## src/rtl/decaying_rate_meter_bank_defines.svh

```systemverilog
// ----------------------------------------------------------------------------
// decaying_rate_meter_bank_defines
// assertion macros for the meter bank, compiled out with NO_ASSERTIONS
// ----------------------------------------------------------------------------
`ifndef DECAYING_RATE_METER_BANK_DEFINES_SVH
`define DECAYING_RATE_METER_BANK_DEFINES_SVH
`ifndef NO_ASSERTIONS
// property checked on every clock edge outside reset
`define DRM_ASSERT(lbl, prop, msg) \
  lbl: assert property (@(posedge clk) disable iff (!rst_n) (prop)) \
    else $error(msg);
// condition in one cycle implies a consequence in the next
`define DRM_ASSERT_NXT(lbl, cond, nxt_cond, msg) \
  lbl: assert property (@(posedge clk) disable iff (!rst_n) (cond) |=> (nxt_cond)) \
    else $error(msg);
`else
`define DRM_ASSERT(lbl, prop, msg)
`define DRM_ASSERT_NXT(lbl, cond, nxt_cond, msg)
`endif
`endif

```

## src/rtl/drm_ram.sv

```systemverilog
`timescale 1ns / 1ps
// ----------------------------------------------------------------------------
// drm_ram
// generic simple dual-port ram, one write and one registered read port
// ----------------------------------------------------------------------------
module drm_ram #(
  parameter int WIDTH = 8,
  parameter int DEPTH = 16,
  parameter int AW    = (DEPTH > 1) ? $clog2(DEPTH) : 1
) (
  input  logic             clk,
  input  logic             we,
  input  logic [AW-1:0]    waddr,
  input  logic [WIDTH-1:0] wdata,
  input  logic             re,
  input  logic [AW-1:0]    raddr,
  output logic [WIDTH-1:0] rdata
);

  logic [WIDTH-1:0] mem [DEPTH];
  logic [WIDTH-1:0] rdata_r;

  always_ff @(posedge clk) begin
    if (we) begin
      mem[waddr] <= wdata;
    end
  end

  always_ff @(posedge clk) begin
    if (re) begin
      rdata_r <= mem[raddr];
    end
  end

  assign rdata = rdata_r;

endmodule

```

## config.mk

```make
export PLATFORM = sky130hd
export DESIGN_NAME = drm_ram
export DESIGN_NICKNAME = d
export VERILOG_FILES = /design/src/rtl/decaying_rate_meter_bank_defines.svh /design/src/rtl/drm_ram.sv
export SDC_FILE = /design/constraint.sdc
export NUM_CORES = 1
export LEC_CHECK = 0
export BUFFER_PORTS_ARGS = -buffer_cell sky130_fd_sc_hd__buf_4
export CORE_ASPECT_RATIO = 0.7
export CORE_MARGIN = 5
export CORE_UTILIZATION = 57
export CTS_BUF_LIST = sky130_fd_sc_hd__clkbuf_2
export DETAILED_ROUTE_END_ITERATION = 7
export PLACE_DENSITY = 0.8
export SYNTH_ARGS = -nofsm -noshare
export SYNTH_HDL_FRONTEND = slang
export SYNTH_SLANG_ARGS = --single-unit
```

## constraint.sdc

```tcl
create_clock -name clk -period 1.4 [get_ports clk]
set_input_delay 0 -clock clk [delete_from_list [all_inputs] [get_ports clk]]
set_output_delay 0 -clock clk [all_outputs]
set_load 0.02 [all_outputs]
```

==> out/results.tsv <==
metric	value	unit
clkSinkCount	136	
io_pins	27	
clkLatencyLatePin	0.64	ns
route.top_layer_used	met4	
routedWlPerCell	22.1	um
hpwlAfterDp	6640	um
power.ir.vdd_worst	0.000898	V
ys_ff_latch	136	
placed_cells_incl_taps	396	
worst-endpoint-required	1.80	ns
layout_worst_path_cycle_share	102	%
grt_start_max_net_pins	17	
start_kind	flop	
worst_pin_slew	0.495	ns
totalPowerFinal	0.00760	W
clk_path_buf_depth	2	
arrival	1.82	ns
drive_above_1_share	38.6	%
synth_warnings	0	
ys_types	18	
min_from	raddr[0]	
die_height	90.1	um
detail_route.wirelength	9880	um
worstReg2RegStart	mem[3][7]$_DFFE_PP_	
grt-ovfl-total	0	
max_slew_margin	67.0	%
design.die.area	0.0112	mm^2
finalClockSkew	0.0156	ns
status	complete, but fails checks	
vias_in_the_first_global_route	2788	
cts_tree	built	
worstPathBufferInverterCount	0	
crit_path_cell_trace	mux4_2 -> a22oi_2 -> nand2_1	
max_stage_delay	0.50	ns
grt_pass1_wl	16100	um
final-instance-count-excl-fill	448	
fp-row-count	29	
synth.cell_area	0.00523	mm^2
layout-area-overhead-vs-synth	19.2	%
initial_antenna_violation_count	0	
routed-via-count	2564	
antenna_left	0	
failed_checks	negative setup slack	
drtIter0Drc	217	
finalSetupViolations	3	
syn-instance-count	229	
initial_utilization	58.1	%
drt_pre_antenna_iters	5	
max_freq	703	MHz
dr_wl_met2	4730	um
critPathSlowestCell	sky130_fd_sc_hd__mux4_2	
die_w	124	um
finalHoldViolations	0	
post_drt_via_cell_ratio	5.72	
ctsRootBufferMaster	sky130_fd_sc_hd__clkbuf_2	
setup.worst_path.start	mem[3][7]$_DFFE_PP_	
rsz0062_at_grt	true	
static-leakage-power	2.10	nW
slew_violations	0	
worstSetupPathType	reg2reg	
finish.utilization	69.3	%
ctsHtreeMaxLevel	4	
detail_route.drc_violations	0	
wl_met1	4340	um
gp_congestion	0.746	
synth_seq_area_share	78.1	%
clkTransAtPathRegs	0.17	ns
io_buffers	26	
met3WireLength	711	um
maxCapViolCount	0	
critical_path.endpoint_type	flop	
crit_path_leading_delay_family	multiplexers	
postSynthAreaPerCell	22.8	um^2
design.final.nets	330	
globalRouteTotalUtil	19.5	%
setup_tns	-0.0411	ns
core_area	0.00900	mm^2
timing.critical_path.fanout_max	1	
num-fill-cells	592	
period_needed	1.42	ns
worst_slack	-0.0232	ns
powerDensity	1220	mW/mm^2
min-delay-path-class	in2reg	
antenna_cells_inserted	0	
cts-buffers-inserted	17	
synth_nets	248	
-- power breakdown --
group | switching, W | internal [W]
Combinational | 0.000282 | 0.000281
Sequential | 0.0000295 | 0.00458
Clock | 0.00126 | 0.00116
Total | 0.00157 | 0.00603
-- per-stage QoR --
step                instance area, um^2  hold WS (ns)  worst slack [ns]
global route                       6230        0.0631           -0.0793
CTS                                6210        0.0534           -0.0408
detailed placement                 5760         0.308           -0.0960
global placement                   5760         0.302           -0.0628
finish                             6230         0.123           -0.0232
floorplan                          5230        0.0989            0.0886
-- area by class of cell --
class,count,area (um^2),share of cell area (%)
flip-flops and latches,136,4080,65.5
multi-input cells,83,1070,17.2
repair buffers,73,664,10.7
clock inverters,12,156,2.51
well taps,124,155,2.49
clock buffers,20,100,1.61
-- what timing repair did --
item | in CTS | in global routing
pin swaps | 9 | 3
resized for setup | 14 | 10
setup buffers | 0 | 0
hold buffers | 20 | 0
setup endpoints to repair | 7 | 9
endpoints found under the hold margin | 272 | 0
-- final timing paths --
path | end | slack [ns] | cells after the start
worst max-delay path | rdata[7]$_DFFE_PP_ | -0.02 | 3
worst max register to register | rdata[7]$_DFFE_PP_ | -0.02 | 3
worst min register to register | rdata[4]$_DFFE_PP_ | 0.78 | 3
worst min-delay path | rdata[4]$_DFFE_PP_ | 0.12 | 5
-- state kept, by name (all words and copies together), names as in the netlist --
name   flops
rdata      8
mem      128
-- layout by cell type (no fill, tap or decap) --
master / n
sky130_fd_sc_hd__nand2_1: 9
sky130_fd_sc_hd__clkinv_2: 5
sky130_fd_sc_hd__a22oi_1: 5
sky130_fd_sc_hd__nor2_1: 13
sky130_fd_sc_hd__and2_1: 1
sky130_fd_sc_hd__bufinv_16: 4
sky130_fd_sc_hd__clkinv_1: 3
sky130_fd_sc_hd__and2b_1: 1
sky130_fd_sc_hd__nand3b_1: 2
sky130_fd_sc_hd__clkbuf_2: 20
sky130_fd_sc_hd__or3b_2: 1
sky130_fd_sc_hd__nor3_1: 3
sky130_fd_sc_hd__a22oi_2: 11
sky130_fd_sc_hd__nor2b_1: 1
sky130_fd_sc_hd__edfxtp_1: 136
sky130_fd_sc_hd__mux4_2: 30
sky130_fd_sc_hd__buf_6: 1
sky130_fd_sc_hd__nor3_2: 1
sky130_fd_sc_hd__nand3_1: 1
sky130_fd_sc_hd__nand2b_1: 2
sky130_fd_sc_hd__dlygate4sd3_1: 20
sky130_fd_sc_hd__buf_12: 5
sky130_fd_sc_hd__buf_4: 47
sky130_fd_sc_hd__mux4_1: 2
-- logic make-up (layout without fill, tap and decap cells) --
kind of cell / Yosys count / count (layout) / share of synthesized area [%]
flip-flops: 136 / 136 / 78.1
AND/OR/NAND/NOR: 35 / 35 / 3.14
multiplexers: 32 / 32 / 14.8
AO/OA/AOI/OAI: 16 / 16 / 2.30
buffers and inverters: 10 / 105 / 1.65
-- worst min-delay path: stages --
cell	delay, ns
sky130_fd_sc_hd__buf_4	0.18
sky130_fd_sc_hd__buf_12	0.15
sky130_fd_sc_hd__mux4_1	0.20
sky130_fd_sc_hd__a22oi_1	0.08
sky130_fd_sc_hd__nand2_1	0.05
-- layer usage --
| metal | up-vias | GRT usage (%) |
|---|---|---|
| li1 | 1140 | - |
| met1 | 1315 | 28.3 |
| met2 | 98 | 29.2 |
| met3 | 11 | 5.86 |
| met4 | 0 | 5.47 |
| met5 | - | 0 |
-- Yosys cell counts --
cell type,n,area share (%)
sky130_fd_sc_hd__a22oi_1,16,2.3
sky130_fd_sc_hd__and2_1,1,0.12
sky130_fd_sc_hd__and2b_1,1,0.14
sky130_fd_sc_hd__buf_2,3,0.29
sky130_fd_sc_hd__buf_4,1,0.14
sky130_fd_sc_hd__buf_6,3,0.65
sky130_fd_sc_hd__clkdlybuf4s25_2,3,0.57
sky130_fd_sc_hd__edfxtp_1,136,78
sky130_fd_sc_hd__mux4_1,14,7.0
sky130_fd_sc_hd__mux4_2,18,7.8
sky130_fd_sc_hd__nand2_1,9,0.65
sky130_fd_sc_hd__nand2b_1,2,0.24
sky130_fd_sc_hd__nand3_1,1,0.096
sky130_fd_sc_hd__nand3b_1,2,0.29
sky130_fd_sc_hd__nor2_1,13,0.93
sky130_fd_sc_hd__nor2b_1,1,0.12
sky130_fd_sc_hd__nor3_1,4,0.38
sky130_fd_sc_hd__or3b_2,1,0.17
No activity file was read; power rests on OpenSTA's default activity.
