### src/rtl/decaying_rate_meter_bank_defines.svh
// ----------------------------------------------------------------------------
// decaying_rate_meter_bank_defines
// assertion macros for the meter bank, compiled out with NO_ASSERTIONS
// ----------------------------------------------------------------------------
`ifndef DECAYING_RATE_METER_BANK_DEFINES_SVH
`define DECAYING_RATE_METER_BANK_DEFINES_SVH
`ifndef NO_ASSERTIONS
// property checked on every clock edge outside reset
`define DRM_ASSERT(lbl, prop, msg) \
  lbl: assert property (@(posedge clk) disable iff (!rst_n) (prop)) \
    else $error(msg);
// condition in one cycle implies a consequence in the next
`define DRM_ASSERT_NXT(lbl, cond, nxt_cond, msg) \
  lbl: assert property (@(posedge clk) disable iff (!rst_n) (cond) |=> (nxt_cond)) \
    else $error(msg);
`else
`define DRM_ASSERT(lbl, prop, msg)
`define DRM_ASSERT_NXT(lbl, cond, nxt_cond, msg)
`endif
`endif

### src/rtl/drm_pkg.sv
`timescale 1ns / 1ps
// ----------------------------------------------------------------------------
// drm_pkg
// shared types, constants and arithmetic helpers of the rate meter bank
// ----------------------------------------------------------------------------
package drm_pkg;

  localparam int NUM_METERS       = 64;
  localparam int ADDR_W           = (NUM_METERS > 1) ? $clog2(NUM_METERS) : 1;
  localparam int TICKS_PER_SEC    = 7;
  localparam int USEC_PER_SEC     = 1000000;
  localparam int HISTORY_TICKS    = 166;
  localparam int STEP_W           = 8;
  localparam logic [31:0] RATE_SCALE_LIMIT = 32'h0FFF_FFFF;

  typedef enum logic [2:0] {
    S_CLEAR,
    S_IDLE,
    S_READ,
    S_DECAY,
    S_WRITE
  } state_t;

  typedef struct packed {
    logic [63:0] total;
    logic [31:0] rate;
    logic [31:0] last_tick;
  } entry_t;

  localparam int ENTRY_W = $bits(entry_t);

  typedef struct packed {
    logic              start;
    logic [31:0]       rate;
    logic [STEP_W-1:0] steps;
  } decay_req_t;

  typedef struct packed {
    logic        busy;
    logic        done;
    logic [31:0] rate;
  } decay_res_t;

  // seconds*7 + (microseconds*7)/1e6, modulo 2^32
  function automatic logic [31:0] tick_of(input logic [31:0] sec, input logic [19:0] usec);
    logic [31:0] s7;
    logic [22:0] u7;
    logic [2:0]  frac;
    s7   = (sec << 3) - sec;
    u7   = ({3'b000, usec} << 3) - {3'b000, usec};
    frac = 3'd0;
    for (int k = 1; k <= TICKS_PER_SEC; k++) begin
      if (u7 >= 23'(k * USEC_PER_SEC)) begin
        frac = frac + 3'd1;
      end
    end
    return s7 + 32'(frac);
  endfunction

  // one decay tick: r - (r+7)/8 with the sum wrapping at 32 bits
  function automatic logic [31:0] decay_step(input logic [31:0] r);
    logic [31:0] sum;
    sum = r + 32'd7;
    return r - (sum >> 3);
  endfunction

  // rate in units per second
  function automatic logic [31:0] scaled_rate(input logic [31:0] r);
    logic [31:0] q;
    logic [31:0] m;
    q = r >> 3;
    m = (r << 3) - r;
    if (r > RATE_SCALE_LIMIT) begin
      return (q << 3) - q;
    end
    return (m + 32'd7) >> 3;
  endfunction

endpackage

### src/rtl/drm_decay.sv
`timescale 1ns / 1ps
// ----------------------------------------------------------------------------
// drm_decay
// iterative decay unit, one tick of rate decay per cycle
// ----------------------------------------------------------------------------
module drm_decay (
  input  logic                clk,
  input  logic                rst_n,
  input  drm_pkg::decay_req_t req,
  output drm_pkg::decay_res_t res
);

  import drm_pkg::*;

  logic              busy_r, busy_nxt;
  logic [31:0]       rate_r, rate_nxt;
  logic [STEP_W-1:0] cnt_r, cnt_nxt;
  logic              done;

  assign done = busy_r && ((cnt_r == '0) || (rate_r == '0));

  always_comb begin
    busy_nxt = busy_r;
    rate_nxt = rate_r;
    cnt_nxt  = cnt_r;
    if (req.start) begin
      busy_nxt = 1'b1;
      rate_nxt = req.rate;
      cnt_nxt  = req.steps;
    end else if (done) begin
      busy_nxt = 1'b0;
    end else if (busy_r) begin
      rate_nxt = decay_step(rate_r);
      cnt_nxt  = cnt_r - 1'b1;
    end
  end

  always_ff @(posedge clk) begin
    if (!rst_n) begin
      busy_r <= 1'b0;
    end else begin
      busy_r <= busy_nxt;
    end
  end

  always_ff @(posedge clk) begin
    rate_r <= rate_nxt;
    cnt_r  <= cnt_nxt;
  end

  assign res.busy = busy_r;
  assign res.done = done;
  assign res.rate = rate_r;

endmodule
### config.mk
export PLATFORM = sky130hd
export DESIGN_NAME = drm_decay
export DESIGN_NICKNAME = d
export VERILOG_FILES = /design/src/rtl/decaying_rate_meter_bank_defines.svh /design/src/rtl/drm_pkg.sv /design/src/rtl/drm_decay.sv
export SDC_FILE = /design/constraint.sdc
export NUM_CORES = 1
export LEC_CHECK = 0
export BUFFER_PORTS_ARGS = -buffer_cell sky130_fd_sc_hd__buf_2
export CAP_MARGIN = 20
export CORE_ASPECT_RATIO = 0.7
export CORE_UTILIZATION = 40
export CTS_CLUSTER_DIAMETER = 200
export DETAILED_ROUTE_END_ITERATION = 8
export MAX_ROUTING_LAYER = met4
export PLACE_DENSITY_LB_ADDON = 0.2
export SKIP_CTS_REPAIR_TIMING = 1
export SLEW_MARGIN = 20
export SYNTH_ARGS = -nofsm -noshare
export SYNTH_HDL_FRONTEND = slang
export SYNTH_SLANG_ARGS = --single-unit
### constraint.sdc
create_clock -name clk -period 3.6 [get_ports clk]
set_input_delay 0 -clock clk [delete_from_list [all_inputs] [get_ports clk]]
set_output_delay 0 -clock clk [all_outputs]
set_load 0.03 [all_outputs]
==> impl_results.md, run 1 <==
* Pre-antenna DRT Iters at 5
* R2r setup slk at about 2.0 ps
* Cell taking the most area after synthesis: edfxtp_1
* Synthesized flop and latch total at slightly above 40
* Vias in the first global route at just under 4,000
* ANT nets after route at 0
* Hold crit path type: input port to flop
* Main synth FF type: edfxtp_1
* Cells after Synth at 480
* CP top delay family: simple AND/OR/NAND/NOR gates
* Slowest cell on the critical path: or4_1
* GR Util All Layers at 0.253
* Worst Setup End Kind: flop
* Antenna violations before repair at 0
* GP Congestion at a little over 0.9
* Min Tclk post-route at roughly 3600 ps
* Layout area overhead at 46.0%
* Data arrival, critical path at around 3800 ps
* Max incr delay on CP at 500 ps
* Largest net degree at the start of global routing at 50
* DP Worst Slack at -200 ps
* Clock tree buffer depth at 2
* Most frequent cells in the layout: buf_4 (110), buf_2 (76), nand2_1 (66)
* Worst skew pair latency at 290 ps
* Post-synth EDFFs at 40
* Register area share after synthesis at 0.304
* # DRC at 0
* Cell count of the worst reg-to-reg path at 15
* Starting Density at 0.413
* Core Box Area at roughly 0.0097 mm2
* Top Ports at 77
* Vias per cell at 5.38
* Drt total wl at approximately 13,000 um
* Startpoint Class: flop
* Row cnt at 30
* Yosys top cell area share at 0.299
* CTS tree: yes
* Placed Area at between 0.005 and 0.006 mm2
* Syn_area_per_cell at roughly 8.4 um2
* Fin. Hold Viols at 13
* Share of flip-flops with an asynchronous set or reset at 0
* Setup violations, final at 0
* Syn. warnings at 0
* Syn nets at 554
* Fin area at ~0.0059 mm2
* CP Cell Sequence: o311a_4 > and4_4 > nand4_1 > or2_4 > buf_4 > nor2_2 > xnor2_1 > ha_1 > a21oi_2 > o21ai_1 > a21o_1 > a21oi_2 > o21ai_1 > or4_1 > nand3_1
* Commonest non-fill, non-tap cell in the layout: buf_4
* Die area at 0.0104 mm2
* Max Slew Vio Count at 0
* WHS at -8.53 ps
* R2R Path Start: rate_r[1]
* Area of the multi-input gates at a little under 0.003 mm2
* Reg area at 0.00122 mm2
* ANT cells at 0
* Worst Skew at ~5.4 ps
* Die H at between 80 and 90 um
* GRT Residual Overflow at 0
* Initial DRC count at roughly 300
* Placed insts at ~760
* IO Port Bufs at 76
* Wire per inst at 16.5 um
* RSZ-0062 raised after global routing: true
* Hold EP: cnt_r[7]
* Layout cells sized above 1 at 0.399
* Failing checks: hold timing
* FILL cells at ~830
* Hold path depth at 3
* Max Fclk at ~280 MHz
* Slew @ Worst Pin at 602 ps
* Cts bufs inserted at 5
* Cell Area, Synth at approximately 0.0040 mm2
* H-tree levels at 2
* Worst hold path startpoint: req[7]
* Req. time, crit path at roughly 3800 ps
* Final Non-Filler Cells at between 700 and 800
* Crit path buf inv count at 1
* Max cap viols at 0
* Worst-path clk slew at around 60 ps
* Setup ws final at just under 2 ps
* Synth top area cells: edfxtp_1 (30%), ha_1 (9.4%), xnor2_1 (7.6%)
* DP HPWL at roughly 9600 um
* Wire length of the first global-routing pass at 20,000 um
* Status: finished, violations left
* # clock sinks at 41
* CTS root buffer: clkbuf_16
* DR vias at roughly 4,200
* Die W at ~120 um
* Layout Nets at approximately 730
* Total Neg Setup Slack at 0 ps
* Slew HR at 0.599
* RR Endpoint: rate_r[29]
* Yosys cell types at between 50 and 60
* Critical path fanouts, max at 5
* Final period utilization at 0.999
* CP Class: flop to flop
-- state kept, by name, indices dropped and copies added (netlist names) --
signal  count
rate_r     32
cnt_r       8
busy_r      1
-- synth_stat cells, types with 2 or more instances --
library cell and number:
nand2_1 69, o21ai_0 46, edfxtp_1 40, xnor2_1 35, ha_1 30, a21oi_1 27, xor2_1 25, nor2_1 23
a21o_1 18, inv_1 17, nand3_1 17, clkbuf_1 16, nor3_1 15, nand4_1 10, nor4_1 9, nor2b_1 6
o21ai_1 6, a31oi_1 5, and2_1 5, nand2b_1 5, and3_1 4, a221oi_1 3, buf_2 3, buf_4 3
or4_1 3, a211oi_1 2, a22oi_1 2, o2111ai_1 2, o21bai_1 2, o31ai_1 2, or2_1 2, or2_2 2
-- through the flow --
step / hold slack, ps / utilization
after floorplan: 122 / -
after global placement: 244 / 0.539
after detailed placement: 237 / 0.539
after CTS: -63.7 / 0.558
after global routing: 2.00 / 0.603
final: -8.53 / 0.603
-- worst max-delay path by stage --
| stage | from | end | slack (ps) | depth (start not counted) |
|---|---|---|---|---|
| floorplan | rate_r[3] | rate_r[30] | -440 | 18 |
| global placement | rate_r[2] | rate_r[25] | -140 | 14 |
| detailed placement | rate_r[2] | rate_r[25] | -200 | 13 |
| CTS | rate_r[2] | rate_r[25] | -230 | 13 |
| global route | rate_r[1] | rate_r[29] | -130 | 15 |
| finish | rate_r[1] | rate_r[29] | 2 | 15 |
-- final cells by class --
| type | instances | area share |
|---|---|---|
| clock inverter | 3 | 0.0111 |
| multi-input combinational | 400 | 0.508 |
| clock buffer | 5 | 0.0214 |
| tap | 128 | 0.0273 |
| inverter | 17 | 0.0109 |
| timing repair buffer | 190 | 0.213 |
| sequential | 41 | 0.208 |
-- cell families (layout without fill, tap and decap cells) --
kind of cell	Yosys count	count (layout)	share of synthesized area
adders and majority gates	31	31	0.0985
xor gates and xnor gates	60	60	0.131
DFF	41	41	0.304
and+or+nand+nor	178	178	0.216
AOI/OAI and AO/OA	129	129	0.204
buffers and inverters	39	215	0.0402
muxes	2	2	0.00530
-- worst register-to-register path: cells and delay by family, from the launching register on --
kind | cells | cell delay (ps)
XOR/XNOR | 1 | 150
buffers and inverters | 1 | 150
flip-flops | 1 | 390
AO/OA/AOI/OAI | 6 | 1050
AND/OR/NAND/NOR | 6 | 1400
adder cells (fa/ha/maj) | 1 | 320
-- routing by layer --
layer	vias to the layer above	part of all wire	GRT usage	wire length (um)
met2	146	0.43	0.353	5580
met1	1970	0.50	0.367	6410
li1	2094	-	-	-
met4	0	0.0060	0.0483	78
met3	9	0.065	0.0592	843
met5	-	0	-	0
Power of run 1 is left out: the tool's default activity adds up to more than one toggle a clock period on the data nets, which glitch-free logic cannot reach.
==> run 2, diff against run 1 <==
--- a/config.mk
+++ b/config.mk
@@ -8,6 +8,7 @@
 export BUFFER_PORTS_ARGS = -buffer_cell sky130_fd_sc_hd__buf_2
 export CAP_MARGIN = 20
 export CORE_ASPECT_RATIO = 0.7
+export CORE_MARGIN = 2
 export CORE_UTILIZATION = 40
 export CTS_CLUSTER_DIAMETER = 200
 export DETAILED_ROUTE_END_ITERATION = 8
==> run 2 against run 1 <==
The run ends with hold timing, setup timing left. Global-route usage fell by 1.4 points. Register-to-register slack got worse by 130 ps. Die area rose by 4.0%. Sequential share of layout area shrank 0.34 points. Via count grew 0.73%. Setup slack got worse by 130 ps. Non-clock buffer count is 2 higher. Routed wire length increased by 1.7%. Critical endpoint is now rate_r[28]. Sequential cell count unchanged. Fmax shrank 3.5%. Largest cell class unchanged.
==> impl_results.md, run 2 (synthesis gave the netlist of run 1 again) <==
* Cell count of the worst reg-to-reg path at 15
* Starting Density at 0.413
* Layout Nets at 731
* Setup violations, final at 4
* IO Port Bufs at 76
* Hold path depth at 3
* WHS at -16.9 ps
* Slew @ Worst Pin at roughly 830 ps
* Worst Setup End Kind: flop
* ANT nets after route at 0
* GR Util All Layers at 0.239
* Setup ws final at -127 ps
* DP HPWL at ~9700 um
* Met3 usage at 0.0391
* Initial DRC count at slightly above 300
* Vias per cell at between 5 and 6
* Met2 capacity usage during global routing at 0.351
* CP Cell Sequence: o311a_4 > and4_4 > buf_4 > nand2_4 > nor2_4 > nand2_1 > xor2_1 > ha_1 > a21oi_1 > o21ai_4 > o21ai_4 > a21oi_2 > or4b_4 > or4_1 > nand3_1
* Max FFs per register at 32
* Clock tree buffer depth at 2
* Largest Register: rate_r
* Slew HR at 0.445
* Vias in the first global route at ~4,000
* Slowest cell on the critical path: or4b_4
* Fin. Hold Viols at 16
* # clock sinks at 41
* H-tree levels at 2
* # DRC at 0
* Largest registers: rate_r x32, cnt_r x8, busy_r x1
* Max Fclk at 268 MHz
* Worst Skew at ~8.6 ps
* DR vias at about 4,300
* Most Used Layer, Global Route: met2
* Layout area overhead at 48.4%
* GP Congestion at 0.946
* Antenna violations before repair at 0
* Die H at between 80 and 90 um
* Worst-path clk slew at 70 ps
* CTS root buffer: clkbuf_16
* Die area at approximately 0.011 mm2
* Commonest non-fill, non-tap cell in the layout: buf_4
* Worst skew pair latency at between 200 and 300 ps
* Layout cells sized above 1 at 0.401
* Top Ports at 77
* GRT Residual Overflow at 0
* CP Class: flop to flop
* Max Slew Vio Count at 0
* Core Box Area at about 0.0097 mm2
* Wire length of the first global-routing pass at 19,600 um
* Crit path buf inv count at 1
* Critical path fanouts, max at 5
* Status: finished, violations left
* Placed insts at between 700 and 800
* Data arrival, critical path at roughly 3900 ps
* Final Non-Filler Cells at roughly 790
* Largest net degree at the start of global routing at 54
* Pre-antenna DRT Iters at 4
* RSZ-0062 raised after global routing: true
* Startpoint Class: flop
* Req. time, crit path at approximately 3800 ps
* Die W at ~120 um
* Cts bufs inserted at 5
* Hold crit path type: input port to flop
* M1 GR Usage at 0.349
* WP depth at 15
* Final period utilization at 1.04
* Row cnt at 30
* Max incr delay on CP at approximately 580 ps
* CTS tree: yes
* Drt total wl at 13,100 um
* FILL cells at 828
* ANT cells at 0
* Wire per inst at around 17 um
* Failing checks: hold timing, setup timing
* Top cell by count, worst path: o21ai_4
* Min Tclk post-route at approximately 3700 ps
* CP top delay family: simple AND/OR/NAND/NOR gates
* Most frequent cells in the layout: buf_4 (109), buf_2 (76), nand2_1 (65)
* Max cap viols at 0
[run 2: cell types whose count changed in the layout (fill, tap and decap cells not counted), moves of 2 or more]
cell | previous run | this run
a21oi_2 | 10 | 8
buf_6 | 1 | 3
ha_2 | 4 | 2
nor2_2 | 4 | 2
nor2_4 | 0 | 2
nor3_1 | 8 | 11
nor3_2 | 6 | 2
o21ai_0 | 39 | 42
o21ai_1 | 11 | 7
o21ai_4 | 1 | 3
xnor2_1 | 34 | 31
xnor2_2 | 1 | 4
[run 2: tightest hold or removal path: stages]
cell and delay, ps:
buf_2 70, nand2_1 40, o21ai_0 50
[run 2: final cells by class]
| type | instances | area (um2) | area share |
|---|---|---|---|
| Timing Repair Buffer | 192 | 1280 | 0.215 |
| Clock inverter | 2 | 33.8 | 0.00567 |
| Clock buffer | 6 | 129 | 0.0216 |
| Tap cell | 128 | 160 | 0.0269 |
| Multi-Input combinational cell | 400 | 3070 | 0.515 |
| Sequential cell | 41 | 1220 | 0.205 |
| Inverter | 17 | 63.8 | 0.0107 |
[run 2: through the flow]
step / cell area (um2) / hold WS (ps) / worst slack [ps] / util / setup TNS (ps)
finish: 5960 / -16.9 / -127 / 0.613 / -330
global route: 5960 / 3.00 / -284 / 0.613 / -1600
CTS: 5390 / -64.8 / -226 / 0.554 / -1490
detailed placement: 5230 / 241 / -188 / 0.538 / -1110
global placement: 5230 / 232 / -146 / 0.538 / -670
floorplan: 4100 / 122 / -442 / - / -1480
[run 2: worst paths after layout]
| kind | startpoint | end | slack [ps] |
|---|---|---|---|
| setup / recovery | rate_r[1] | rate_r[28] | -130 |
| hold / removal | req[6] | cnt_r[6] | -20 |
| setup reg to reg | rate_r[1] | rate_r[28] | -130 |
| hold reg to reg | cnt_r[0] | cnt_r[0] | 620 |
[run 2: routing by layer]
layer,vias to the layer above,wire (um),part of all wire
li1,2102,-,-
met1,1984,6470,0.49
met2,148,5720,0.44
met3,16,781,0.059
met4,0,170,0.013
met5,-,0,0
Power of run 2 is left out for the same reason.
==> run 3, diff against run 2 <==
==> constraint.sdc (replaced) <==
create_clock -name clk -period 3.6 [get_ports clk]
set_input_delay 0 -clock clk [delete_from_list [all_inputs] [get_ports clk]]
set_output_delay 0 -clock clk [all_outputs]
set_load 0.02 [all_outputs]
==> run 3 against run 2 <==
The run still ends with hold timing, setup timing left. Core utilization decreased by 2.4 points. Critical path depth unchanged. Cell count shrank 0.51%. First-iteration DRC count down 15%. Worst hold slack lost 6.7 ps. Non-clock buffer count down 4. Final area fell by 3.9%. Setup slack better by 75 ps. Global-route usage grew 1.1 points. Sequential share of layout area up 0.83 points. Via count shrank 1.4%. Fmax grew 2.1%. Critical path type unchanged. Largest cell class unchanged.
==> impl_results.md, run 3 (synthesis gave the netlist of run 1 again) <==
* Fin. Hold Viols at 17
* Placed insts at roughly 750
* ANT nets after route at 0
* # clock sinks at 41
* R2r setup slk at -50 ps
* Vias per cell at 5.36
* GRT Residual Overflow at 0
* Most frequent cells in the layout: buf_4 (104), buf_2 (76), nand2_1 (65)
* Largest net degree at the start of global routing at 50
* IO Port Bufs at 76
* CTS tree: yes
* RR Endpoint: rate_r[28]
* Final period utilization at 1.01
* Worst Setup End Kind: flop
* Layout Nets at 727
* FILL cells at 874
* Starting Density at 0.413
* H-tree levels at 2
* Slew HR at 0.471
* Drt total wl at 12,800 um
* Worst skew pair latency at roughly 300 ps
* Worst setup startpoint: rate_r[2]
* Commonest non-fill, non-tap cell in the layout: buf_4
* Layout cells sized above 1 at 0.376
* # DRC at 0
* Die area at between 0.01 and 0.015 mm2
* Top Ports at 77
* Largest Register: rate_r
* Pre-antenna DRT Iters at 5
* R2R Path Start: rate_r[2]
* CP endpoint: rate_r[28]
* Worst-path clk slew at around 70 ps
* DR vias at about 4,200
* Wire length of the first global-routing pass at 20,300 um
* Cts bufs inserted at 5
* Clock tree buffer depth at 2
* Final Non-Filler Cells at a little under 800
* Status: finished, violations left
* Max Fclk at between 200 and 300 MHz
* Vias in the first global route at 4,051
* Layout area overhead at 42.6%
* Min Tclk post-route at about 3700 ps
* Req. time, crit path at ~3800 ps
* Wire per inst at roughly 16 um
* Slew @ Worst Pin at 793 ps
* Max FFs per register at 32
* Reg area at roughly 0.0012 mm2
* Startpoint Class: flop
* DP HPWL at 9830 um
* GP Congestion at ~0.94
* Die H at 87.8 um
* Failing checks: hold timing, setup timing
* Hold crit path type: input port to flop
* Initial DRC count at about 260
* Core Box Area at ~0.0097 mm2
* ANT cells at 0
* Setup violations, final at 2
* CP Class: flop to flop
* Max cap viols at 0
* CTS root buffer: clkbuf_16
* GR Util All Layers at 0.250
* Data arrival, critical path at 3820 ps
* Max Slew Vio Count at 0
* WHS at -23.6 ps
* Area of the multi-input gates at between 0.002 and 0.003 mm2
* Largest registers: rate_r x32, cnt_r x8, busy_r x1
* Row cnt at 30
* Antenna violations before repair at 0
* Setup ws final at -51.9 ps
* RSZ-0062 raised after global routing: true
* Critical path fanouts, max at 5
* Die W at around 120 um
* Worst Skew at just over 6 ps
* Cell count of the worst reg-to-reg path at 15
[run 3: changes by cell type in the layout (fill, tap and decap cells not counted), sizes merged]
cell / before / now
dlygate4sd3: 3 / 7
bufinv: 1 / 0
buf: 189 / 181
clkinv: 1 / 2
[run 3: cell type report]
cell class / count / area share
clock buffers: 6 / 0.0225
clock inverters: 2 / 0.00175
inverters: 17 / 0.0111
multi-input cells: 400 / 0.506
flip-flops and latches: 41 / 0.213
well taps: 128 / 0.0280
repair buffers: 188 / 0.217
[run 3: worst max-delay path: stages, from the launching register on]
cell and delay [ps]:
edfxtp_1 420, o311a_4 400, and4_4 190, and2_4 160, nand2b_4 80, buf_4 110, xnor2_1 50, ha_1 360
a21o_1 200, nand3_1 90, a31oi_1 90, a21oi_2 200, a21oi_2 80, or4b_4 580, or4_4 430, nand3_2 80
[run 3: how the worst min path moves through the flow]
stage / start / end / slack [ps] / cells past startpoint
6_report: req[0] / cnt_r[0] / -20 / 3
2_1_floorplan: rst_n / busy_r / 120 / 1
3_3_place_gp: rst_n / busy_r / 230 / 2
5_1_grt: req[0] / cnt_r[0] / 2 / 3
3_5_place_dp: rst_n / busy_r / 220 / 2
4_1_cts: rst_n / busy_r / -90 / 2
[run 3: stage by stage]
stage	setup slack [ps]	hold slack [ps]	setup TNS [ps]	instance area, um2	util
2_1_floorplan	-347	122	-1030	4090	-
5_1_grt	-193	1.85	-1080	5720	0.589
3_3_place_gp	-325	234	-1420	5190	0.534
3_5_place_dp	-358	222	-1900	5190	0.534
6_report	-51.9	-23.6	-86.9	5720	0.589
4_1_cts	-386	-86.3	-2140	5330	0.548
[run 3: routing by layer]
layer	vias to the layer above	global-route usage	routed length, um	part of all wire
li1	2096	-	-	-
met1	1963	0.362	6540	0.51
met2	119	0.359	5410	0.42
met3	12	0.0495	693	0.054
met4	0	0.0558	123	0.0096
met5	-	-	0	0
Power of run 3 is left out for the same reason.
